[src/hw/rtl/ssds_pkg.sv]
// ----------------------------------------------------------------------------
// ssds_pkg: shared types and constants of the seven-segment scanner
// command codes, queue entry type, back-end states and the digit pattern table
// ----------------------------------------------------------------------------
package ssds_pkg;

    localparam int DIGIT_COUNT_DEF = 8;
    localparam int CMD_W           = 2;
    localparam int VALUE_W         = 32;
    localparam int SEL_W           = 3;
    localparam int SEG_W           = 8;
    localparam int FLUSH_MAX       = 8;
    localparam int QUEUE_DEPTH     = 2;
    localparam int PROD_W          = 2 * VALUE_W;
    localparam int RECIP_SHIFT     = 35;

    // command codes on the request port
    localparam logic [CMD_W-1:0] CMD_SET   = 2'd0;
    localparam logic [CMD_W-1:0] CMD_TICK  = 2'd1;
    localparam logic [CMD_W-1:0] CMD_FLUSH = 2'd2;

    // ceil(2^35 / 10): exact divide by ten for any 32-bit value
    localparam logic [VALUE_W-1:0] RECIP_10 = 32'hCCCC_CCCD;

    localparam logic [SEG_W-1:0] SEG_BLANK = 8'h00;
    localparam logic [SEG_W-1:0] SEG_ZERO  = 8'h3F;

    typedef enum logic [1:0] {
        OP_SET,
        OP_TICK,
        OP_FLUSH
    } t_op;

    typedef struct packed {
        t_op                op;
        logic [VALUE_W-1:0] value;
    } t_item;

    typedef enum logic [1:0] {
        ST_IDLE,
        ST_MUL,
        ST_DIG,
        ST_FLUSH
    } t_state;

    // decimal digit to segment pattern, bit0 a .. bit6 g
    function automatic logic [SEG_W-1:0] seg_of(input logic [3:0] digit);
        logic [SEG_W-1:0] pat;
        unique case (digit)
            4'd0:    pat = 8'h3F;
            4'd1:    pat = 8'h06;
            4'd2:    pat = 8'h5B;
            4'd3:    pat = 8'h4F;
            4'd4:    pat = 8'h66;
            4'd5:    pat = 8'h6D;
            4'd6:    pat = 8'h7D;
            4'd7:    pat = 8'h07;
            4'd8:    pat = 8'h7F;
            4'd9:    pat = 8'h6F;
            default: pat = SEG_BLANK;
        endcase
        return pat;
    endfunction

endpackage

[src/hw/rtl/ssds_front.sv]
// ----------------------------------------------------------------------------
// ssds_front: request decode
// takes requests while the queue has room, drops unknown commands
// ----------------------------------------------------------------------------
module ssds_front (
    input  logic                          i_start,
    input  logic [ssds_pkg::CMD_W-1:0]    i_command,
    input  logic [ssds_pkg::VALUE_W-1:0]  i_value,
    input  logic                          i_full,
    output logic                          o_busy,
    output logic                          o_push,
    output ssds_pkg::t_item               o_item
);

    logic w_accept;

    assign o_busy   = i_full;
    assign w_accept = i_start && !i_full;

    always_comb begin
        o_item.value = i_value;
        o_item.op    = ssds_pkg::OP_SET;
        o_push       = 1'b0;
        unique case (i_command)
            ssds_pkg::CMD_SET: begin
                o_item.op = ssds_pkg::OP_SET;
                o_push    = w_accept;
            end
            ssds_pkg::CMD_TICK: begin
                o_item.op = ssds_pkg::OP_TICK;
                o_push    = w_accept;
            end
            ssds_pkg::CMD_FLUSH: begin
                o_item.op = ssds_pkg::OP_FLUSH;
                o_push    = w_accept;
            end
            default: begin
                // unknown code: taken, then ignored
                o_push = 1'b0;
            end
        endcase
    end

endmodule

[src/hw/rtl/ssds_queue.sv]
// ----------------------------------------------------------------------------
// ssds_queue: short request queue
// decouples request decode from the digit engine
// ----------------------------------------------------------------------------
module ssds_queue (
    input  logic            i_clk,
    input  logic            i_rst_n,
    input  logic            i_push,
    input  ssds_pkg::t_item i_item,
    input  logic            i_pop,
    output logic            o_full,
    output logic            o_valid,
    output ssds_pkg::t_item o_item
);

    localparam int PTR_W = (ssds_pkg::QUEUE_DEPTH > 1) ? $clog2(ssds_pkg::QUEUE_DEPTH) : 1;
    localparam int CNT_W = $clog2(ssds_pkg::QUEUE_DEPTH + 1);

    ssds_pkg::t_item r_slot [ssds_pkg::QUEUE_DEPTH];
    logic [PTR_W-1:0] r_wr_ptr, n_wr_ptr;
    logic [PTR_W-1:0] r_rd_ptr, n_rd_ptr;
    logic [CNT_W-1:0] r_count, n_count;
    logic             w_push;
    logic             w_pop;

    assign o_full  = (r_count == CNT_W'(ssds_pkg::QUEUE_DEPTH));
    assign o_valid = (r_count != '0);
    assign o_item  = r_slot[r_rd_ptr];
    assign w_push  = i_push && !o_full;
    assign w_pop   = i_pop && o_valid;

    always_comb begin
        n_wr_ptr = r_wr_ptr;
        n_rd_ptr = r_rd_ptr;
        n_count  = r_count;
        if (w_push) begin
            n_wr_ptr = (r_wr_ptr == PTR_W'(ssds_pkg::QUEUE_DEPTH - 1)) ? '0 : r_wr_ptr + 1'b1;
        end
        if (w_pop) begin
            n_rd_ptr = (r_rd_ptr == PTR_W'(ssds_pkg::QUEUE_DEPTH - 1)) ? '0 : r_rd_ptr + 1'b1;
        end
        if (w_push && !w_pop) begin
            n_count = r_count + 1'b1;
        end else if (w_pop && !w_push) begin
            n_count = r_count - 1'b1;
        end
    end

    always_ff @(posedge i_clk) begin
        if (!i_rst_n) begin
            r_wr_ptr <= '0;
            r_rd_ptr <= '0;
            r_count  <= '0;
        end else begin
            r_wr_ptr <= n_wr_ptr;
            r_rd_ptr <= n_rd_ptr;
            r_count  <= n_count;
        end
    end

    always_ff @(posedge i_clk) begin
        if (w_push) begin
            r_slot[r_wr_ptr] <= i_item;
        end
    end

endmodule

[src/hw/rtl/ssds_back.sv]
// ----------------------------------------------------------------------------
// ssds_back: digit engine
// converts numbers to patterns one digit at a time, emits scan and flush results
// ----------------------------------------------------------------------------
module ssds_back #(
    parameter int DIGIT_COUNT = ssds_pkg::DIGIT_COUNT_DEF
) (
    input  logic                         i_clk,
    input  logic                         i_rst_n,
    input  logic                         i_valid,
    input  ssds_pkg::t_item              i_item,
    output logic                         o_pop,
    output logic                         o_strobe,
    output logic [ssds_pkg::SEL_W-1:0]   o_digit_select,
    output logic [ssds_pkg::SEG_W-1:0]   o_segments,
    output logic                         o_last_of_run
);

    localparam int IDX_W   = (DIGIT_COUNT > 1) ? $clog2(DIGIT_COUNT) : 1;
    localparam int FLUSH_N = (DIGIT_COUNT < ssds_pkg::FLUSH_MAX) ? DIGIT_COUNT
                                                                 : ssds_pkg::FLUSH_MAX;
    localparam int QUOT_W  = ssds_pkg::PROD_W - ssds_pkg::RECIP_SHIFT;

    ssds_pkg::t_state r_state, n_state;

    logic [ssds_pkg::SEG_W-1:0]   r_store [DIGIT_COUNT];
    logic [ssds_pkg::SEG_W-1:0]   n_store [DIGIT_COUNT];
    logic [ssds_pkg::VALUE_W-1:0] r_num, n_num;
    logic [ssds_pkg::PROD_W-1:0]  r_prod, n_prod;
    logic [IDX_W-1:0]             r_idx, n_idx;
    logic [ssds_pkg::SEL_W-1:0]   r_scan, n_scan;
    logic                         r_strobe, n_strobe;
    logic [ssds_pkg::SEL_W-1:0]   r_sel, n_sel;
    logic [ssds_pkg::SEG_W-1:0]   r_seg, n_seg;
    logic                         r_last, n_last;

    logic [QUOT_W-1:0]            w_quot;
    logic [ssds_pkg::VALUE_W-1:0] w_quot_ext;
    logic [ssds_pkg::VALUE_W-1:0] w_q10;
    logic [ssds_pkg::VALUE_W-1:0] w_rem;
    logic [IDX_W+2:0]             w_scan_ext;
    logic [IDX_W+2:0]             w_idx_ext;
    logic [IDX_W-1:0]             w_rd_addr;
    logic [ssds_pkg::SEG_W-1:0]   w_rd_seg;
    logic [4:0]                   w_scan_inc;
    logic [ssds_pkg::SEL_W-1:0]   w_scan_next;
    logic                         w_flush_end;
    logic                         w_dig_end;

    // quotient and remainder of the divide-by-ten step
    assign w_quot     = r_prod[ssds_pkg::PROD_W-1:ssds_pkg::RECIP_SHIFT];
    assign w_quot_ext = ssds_pkg::VALUE_W'(w_quot);
    assign w_q10      = (w_quot_ext << 3) + (w_quot_ext << 1);
    assign w_rem      = r_num - w_q10;
    assign w_dig_end  = (w_quot == '0) || (r_idx == '0);

    // single read port of the digit store
    assign w_scan_ext = {{IDX_W{1'b0}}, r_scan};
    assign w_idx_ext  = {3'b000, r_idx};
    assign w_rd_addr  = (r_state == ssds_pkg::ST_FLUSH) ? r_idx : w_scan_ext[IDX_W-1:0];
    assign w_rd_seg   = r_store[w_rd_addr];

    assign w_scan_inc  = {2'b00, r_scan} + 5'd1;
    assign w_scan_next = (w_scan_inc == 5'(DIGIT_COUNT)) ? '0 : w_scan_inc[2:0];
    assign w_flush_end = (r_idx == IDX_W'(FLUSH_N - 1));

    assign o_pop = (r_state == ssds_pkg::ST_IDLE) && i_valid;

    // next state
    always_comb begin
        n_state = r_state;
        unique case (r_state)
            ssds_pkg::ST_IDLE: begin
                if (i_valid && i_item.op == ssds_pkg::OP_SET && i_item.value != '0) begin
                    n_state = ssds_pkg::ST_MUL;
                end else if (i_valid && i_item.op == ssds_pkg::OP_FLUSH) begin
                    n_state = ssds_pkg::ST_FLUSH;
                end
            end
            ssds_pkg::ST_MUL: begin
                n_state = ssds_pkg::ST_DIG;
            end
            ssds_pkg::ST_DIG: begin
                n_state = w_dig_end ? ssds_pkg::ST_IDLE : ssds_pkg::ST_MUL;
            end
            ssds_pkg::ST_FLUSH: begin
                if (w_flush_end) begin
                    n_state = ssds_pkg::ST_IDLE;
                end
            end
            default: begin
                n_state = ssds_pkg::ST_IDLE;
            end
        endcase
    end

    // datapath and outputs
    always_comb begin
        n_store  = r_store;
        n_num    = r_num;
        n_prod   = r_prod;
        n_idx    = r_idx;
        n_scan   = r_scan;
        n_strobe = 1'b0;
        n_sel    = r_sel;
        n_seg    = r_seg;
        n_last   = 1'b0;
        unique case (r_state)
            ssds_pkg::ST_IDLE: begin
                if (i_valid) begin
                    unique case (i_item.op)
                        ssds_pkg::OP_SET: begin
                            for (int i = 0; i < DIGIT_COUNT; i++) begin
                                n_store[i] = ssds_pkg::SEG_BLANK;
                            end
                            if (i_item.value == '0) begin
                                n_store[DIGIT_COUNT-1] = ssds_pkg::SEG_ZERO;
                            end
                            n_num = i_item.value;
                            n_idx = IDX_W'(DIGIT_COUNT - 1);
                        end
                        ssds_pkg::OP_TICK: begin
                            n_strobe = 1'b1;
                            n_sel    = r_scan;
                            n_seg    = w_rd_seg;
                            n_last   = 1'b1;
                            n_scan   = w_scan_next;
                        end
                        ssds_pkg::OP_FLUSH: begin
                            n_idx = '0;
                        end
                        default: begin
                            n_idx = r_idx;
                        end
                    endcase
                end
            end
            ssds_pkg::ST_MUL: begin
                n_prod = {{ssds_pkg::VALUE_W{1'b0}}, r_num}
                       * {{ssds_pkg::VALUE_W{1'b0}}, ssds_pkg::RECIP_10};
            end
            ssds_pkg::ST_DIG: begin
                n_store[r_idx] = ssds_pkg::seg_of(w_rem[3:0]);
                n_num          = w_quot_ext;
                if (!w_dig_end) begin
                    n_idx = r_idx - 1'b1;
                end
            end
            ssds_pkg::ST_FLUSH: begin
                n_strobe = 1'b1;
                n_sel    = w_idx_ext[2:0];
                n_seg    = w_rd_seg;
                n_last   = w_flush_end;
                if (!w_flush_end) begin
                    n_idx = r_idx + 1'b1;
                end
            end
            default: begin
                n_strobe = 1'b0;
            end
        endcase
    end

    always_ff @(posedge i_clk) begin
        if (!i_rst_n) begin
            r_state  <= ssds_pkg::ST_IDLE;
            r_scan   <= '0;
            r_strobe <= 1'b0;
            r_last   <= 1'b0;
            for (int i = 0; i < DIGIT_COUNT; i++) begin
                r_store[i] <= ssds_pkg::SEG_BLANK;
            end
        end else begin
            r_state  <= n_state;
            r_scan   <= n_scan;
            r_strobe <= n_strobe;
            r_last   <= n_last;
            r_store  <= n_store;
        end
    end

    always_ff @(posedge i_clk) begin
        r_num  <= n_num;
        r_prod <= n_prod;
        r_idx  <= n_idx;
        r_sel  <= n_sel;
        r_seg  <= n_seg;
    end

    assign o_strobe       = r_strobe;
    assign o_digit_select = r_sel;
    assign o_segments     = r_seg;
    assign o_last_of_run  = r_last;

endmodule

[src/hw/rtl/seven_segment_decimal_scanner.sv]
// ----------------------------------------------------------------------------
// seven_segment_decimal_scanner: eight-digit multiplexed display driver
// set, scan tick and flush requests drive a common-cathode seven-segment display
// ----------------------------------------------------------------------------
//
//   channel   | signals                                     | handshake
//   ----------+---------------------------------------------+---------------------------
//   request   | i_command, i_value                          | start high, busy low
//   result    | o_digit_select, o_segments, o_last_of_run   | o_strobe, one cycle each
//
// a request is registered in the queue before the digit engine takes it
// tick: one result, passed through the queue and then the result register
// flush: min(DIGIT_COUNT, 8) results on consecutive cycles
// set: taken from the queue, then per decimal digit a reciprocal multiply step
//   and a remainder and store write step, for at most DIGIT_COUNT digits;
//   a set of zero writes its pattern as it is taken from the queue
// busy is high while the two-entry queue is full; results cannot be held off
// reset is synchronous, active low, and blanks the digit store and scan position
//
module seven_segment_decimal_scanner #(
    parameter int DIGIT_COUNT = ssds_pkg::DIGIT_COUNT_DEF
) (
    input  logic                         i_clk,
    input  logic                         i_rst_n,
    input  logic                         start,
    output logic                         busy,
    input  logic [ssds_pkg::CMD_W-1:0]   i_command,
    input  logic [ssds_pkg::VALUE_W-1:0] i_value,
    output logic                         o_strobe,
    output logic [ssds_pkg::SEL_W-1:0]   o_digit_select,
    output logic [ssds_pkg::SEG_W-1:0]   o_segments,
    output logic                         o_last_of_run
);

    // decode to queue
    logic            w_push;
    ssds_pkg::t_item w_push_item;
    logic            w_full;

    // queue to digit engine
    logic            w_head_valid;
    ssds_pkg::t_item w_head_item;
    logic            w_pop;

    // front: accepts a request whenever the queue has room
    ssds_front u_front (
        .i_start   (start),
        .i_command (i_command),
        .i_value   (i_value),
        .i_full    (w_full),
        .o_busy    (busy),
        .o_push    (w_push),
        .o_item    (w_push_item)
    );

    // queue: lets requests pile up while a set is still converting
    ssds_queue u_queue (
        .i_clk   (i_clk),
        .i_rst_n (i_rst_n),
        .i_push  (w_push),
        .i_item  (w_push_item),
        .i_pop   (w_pop),
        .o_full  (w_full),
        .o_valid (w_head_valid),
        .o_item  (w_head_item)
    );

    // back: digit store, divide-by-ten loop and result register
    ssds_back #(
        .DIGIT_COUNT (DIGIT_COUNT)
    ) u_back (
        .i_clk          (i_clk),
        .i_rst_n        (i_rst_n),
        .i_valid        (w_head_valid),
        .i_item         (w_head_item),
        .o_pop          (w_pop),
        .o_strobe       (o_strobe),
        .o_digit_select (o_digit_select),
        .o_segments     (o_segments),
        .o_last_of_run  (o_last_of_run)
    );

    // the run-end flag never stands without a result
    a_last_needs_strobe : assert property (
        @(posedge i_clk) disable iff (!i_rst_n)
        o_last_of_run |-> o_strobe
    ) else $error("last_of_run without strobe");

    // a run that has not ended continues next cycle at the next position
    a_flush_in_order : assert property (
        @(posedge i_clk) disable iff (!i_rst_n)
        (o_strobe && !o_last_of_run) |=>
            (o_strobe && o_digit_select == 3'($past(o_digit_select) + 3'd1))
    ) else $error("flush results out of order or broken up");

    // busy only while the queue holds requests
    a_busy_means_queued : assert property (
        @(posedge i_clk) disable iff (!i_rst_n)
        busy |-> w_head_valid
    ) else $error("busy with an empty queue");

endmodule

[config.mk]
export PLATFORM = sky130hd
export DESIGN_NAME = seven_segment_decimal_scanner
export DESIGN_NICKNAME = d
export VERILOG_FILES = /design/src/hw/rtl/ssds_pkg.sv /design/src/hw/rtl/ssds_front.sv /design/src/hw/rtl/ssds_queue.sv /design/src/hw/rtl/ssds_back.sv /design/src/hw/rtl/seven_segment_decimal_scanner.sv
export SDC_FILE = /design/constraint.sdc
export NUM_CORES = 1
export LEC_CHECK = 0
export ABC_CLOCK_PERIOD_IN_PS = 7850
export BUFFER_PORTS_ARGS = -buffer_cell sky130_fd_sc_hd__buf_4
export CAP_MARGIN = 30
export CORE_ASPECT_RATIO = 0.5
export CORE_MARGIN = 8
export CORE_UTILIZATION = 61
export CTS_BUF_LIST = sky130_fd_sc_hd__clkbuf_4 sky130_fd_sc_hd__clkbuf_8
export CTS_CLUSTER_SIZE = 24
export DETAILED_ROUTE_END_ITERATION = 12
export PLACE_DENSITY_LB_ADDON = 0.15
export SLEW_MARGIN = 10
export SYNTH_ARGS = -nofsm -noshare
export SYNTH_HDL_FRONTEND = slang
export SYNTH_SLANG_ARGS = --single-unit
[constraint.sdc]
create_clock -name i_clk -period 7.85 [get_ports i_clk]
set_input_delay 1.57 -clock i_clk [delete_from_list [all_inputs] [get_ports i_clk]]
set_output_delay 1.57 -clock i_clk [all_outputs]
set_load 0.01 [all_outputs]
==> impl_metrics.tcl <==
set metrics [dict create \
    antenna_found_initial 0 \
    status "complete, no violations" \
    first_pass_iters 7 \
    hp-start "u_back.r_store[6]" \
    relSlewSlack_pct 35.1 \
    end_kind "register" \
    cts_root_buffer "clkbuf_8" \
    tightest_slew_ns 0.970 \
    yosysMostFrequentCell "inv_1" \
    path_max_fanout 9 \
    first_iter_violations 1496 \
    final_cell_count_no_fill 3036 \
    synthMuxAreaShare_pct 1.55 \
    rows 52 \
    clk_pin_slew_worst_paths_ns 0.07 \
    insertion_delay_ns 0.57 \
    rsz0062_at_grt "no" \
    core_um2 40600 \
    holdBufCountCts 0 \
    fin_crit_sh_pct 97.4 \
    dpl.hpwl_um 59300 \
    placedCellCount 2977 \
    yosys-top-cells-area "fa_1 (31%), ha_1 (18%), edfxtp_1 (17%)" \
    synth_compound_area_share_pct 7.89 \
    critical-path-slowest-cell "edfxtp_1" \
    globalRouteOverflowTotal 0 \
    ys_seq_elements 210 \
    syn-num-nets 3171 \
    grt_pass1_vias 18700 \
    synthFlopType "edfxtp_1" \
    grt_pass1_wl_um 108000 \
    cp-startpoint "u_back.r_num[1]" \
    drv_slew 0 \
    grt_max_degree 79 \
    finalCriticalPeriod_ns 7.65 \
    synth_top_area_share_pct 30.7 \
    synth_adder_area_share_pct 48.6 \
    synth-simple-area-share_pct 7.55 \
    clkSinkCount 210 \
    wl_per_cell_um 22.9 \
    setup_viol 0 \
    synth_cell_types 66 \
    vias 17400 \
    ant_nets 0 \
    path_buf_inv 2 \
    antenna_cells 0 \
    yosys.area.top_type "fa_1" \
    pin_count 51 \
    final_hold_viol_count 0 \
    yosysSeqAreaShare_pct 22.3 \
    cpMostUsedCell "fa_1" \
    drt-vias-per-instance 5.74 \
    worst_clock_skew_ns 0.0364 \
    yosys_warnings 0 \
    dieArea_um2 48500 \
    h-tree-depth 2 \
    netlist_area_um2 25200 \
    synth_edf_count 142 \
    cts_buffer_depth 3 \
    whs_ns 0.499 \
    fmax_mhz 131 \
    layout-drive-gt1-share_pct 6.89 \
    io_buffer_count 49 \
    cts_tree "yes" \
    die_w_um 304 \
    worstPathArrival_ns 7.95 \
    startpoint_type "register" \
    fin_nets 3258 \
    cts_made_buffers 34 \
    drv_cap 0 \
    critPathKind "reg -> reg" \
    post-route-drc-count 0 \
    crit_required_ns 8.15 \
    cp_cell_sequence "ha_1 > xor2_1 > ha_1 > or2_2 > fa_1 > fa_1 > fa_1 > fa_1 > fa_1 > inv_1 > fa_1 > inv_1 > ha_1 > nand3_1 > nor2_1 > nand3_1 > o41ai_1 > o21ai_2 > o21ai_2 > or2_2 > a31oi_1 > xnor2_1" \
    gp_congestion 1.02 \
    avgSynthCellArea_um2 10.6 \
    crit_family "adder cells" \
    die_y_um 160 \
    gr-usage-all-layers_pct 29.4 \
    hp-class "reg -> reg" \
    ys_async_sr_fraction_pct 0 \
    fin_tns_setup_ns 0 \
    synthXorXnorAreaFrac_pct 3.19 \
    r2r_start "u_back.r_num[1]" \
    ff2ff_setup_slack_ns 0.20 \
    netlist_instances 2386 \
    worst_path_largest_cell_delay_ns 0.61 \
    wl_um 69400 \
    synth_commonest_cells "inv_1 (544), fa_1 (387), ha_1 (361)" \
    synthToLayoutAreaGrowth_pct 7.84 \
    start_util_pct 62.1 \
    synth_top_family_by_area "adder cells" \
]
[layout make-up]
type	instances	area [µm²]
well taps	540	676
inverters	546	2050
multi-input cells	1584	17400
fillers	3229	13400
repair buffers	97	753
flip-flops and latches	210	5630
clock buffers	49	593
clock inverters	10	108
[worst min-delay path: cells and delay by family, from the launching register on]
| kind | cells | cell delay, ns |
|---|---|---|
| flops | 1 | 0.33 |
| simple gates | 1 | 0.07 |
| compound gates | 1 | 0.06 |
[sequential cells by signal (all words and copies together), names as in the netlist, named ones only]
register               flops
u_queue.r_slot            68
u_back.r_state             2
u_back.r_scan              3
u_queue.r_rd_ptr           1
u_back.o_digit_select      3
u_queue.r_wr_ptr           1
u_back.r_store            56
u_back.r_prod             29
u_back.o_segments          7
u_back.r_num              32
u_back.o_last_of_run       1
u_queue.r_count            2
u_back.o_strobe            1
u_back.r_idx               3
[placed cells by master (no fill, tap or decap), types with 9 or more instances in the layout]
cell type and count:
nor3_1 14, a21oi_1 56, nor2b_1 56, ha_1 358, o21ai_0 84, fa_1 387, edfxtp_1 142, a211oi_1 10
clkbuf_8 36, nand2_1 154, a22oi_1 50, mux2i_1 37, and2_1 15, nor4_1 24, buf_4 95, dfxtp_1 67
clkbuf_4 13, xnor2_1 41, inv_1 544, a21o_1 32, xor2_1 49, nor2_1 49, nand3_1 48, nand4_1 14
o21bai_1 9
[kinds of logic (layout without fill, tap and decap cells)]
group	count (synthesis)	in the layout
buf+inv	592	702
compound gates	308	308
fa+ha+maj	748	748
flops	210	210
other cells	1	1
mux	39	39
simple gates	397	397
xor+xnor	91	91
[metrics by stage]
stage               cell area [µm²]  util (%)  worst slack, ns
floorplan                     25200         -             1.06
global placement              26400      65.1            0.274
detailed placement            26500      65.2            0.191
CTS                           27200      66.9            0.142
global route                  27200      67.0          0.00174
finish                        27200      67.0            0.203
[path summary, 6_finish.rpt]
check	end	cells after the start
worst max-delay path	u_back.r_prod[61]	22
worst min-delay path	u_back.r_store[6]	2
worst max register to register	u_back.r_prod[61]	22
worst min register to register	u_back.r_store[6]	2
[what timing repair did]
item	4_1_cts	5_1_grt
gates resized for setup	0	4
endpoints found under the setup margin	0	11
buffers inserted	0	0
[per-layer routing]
| layer | vias up | part of all wire (%) | track usage [%] |
|---|---|---|---|
| li1 | 7931 | - | - |
| met1 | 8658 | 42 | 39.9 |
| met2 | 683 | 45 | 45.7 |
| met3 | 152 | 8.6 | 6.68 |
| met4 | 0 | 4.6 | 11.9 |
| met5 | - | 0 | 0 |
Power is left out: the tool's default activity adds up to more than one toggle a clock period on the data nets, which glitch-free logic cannot reach.
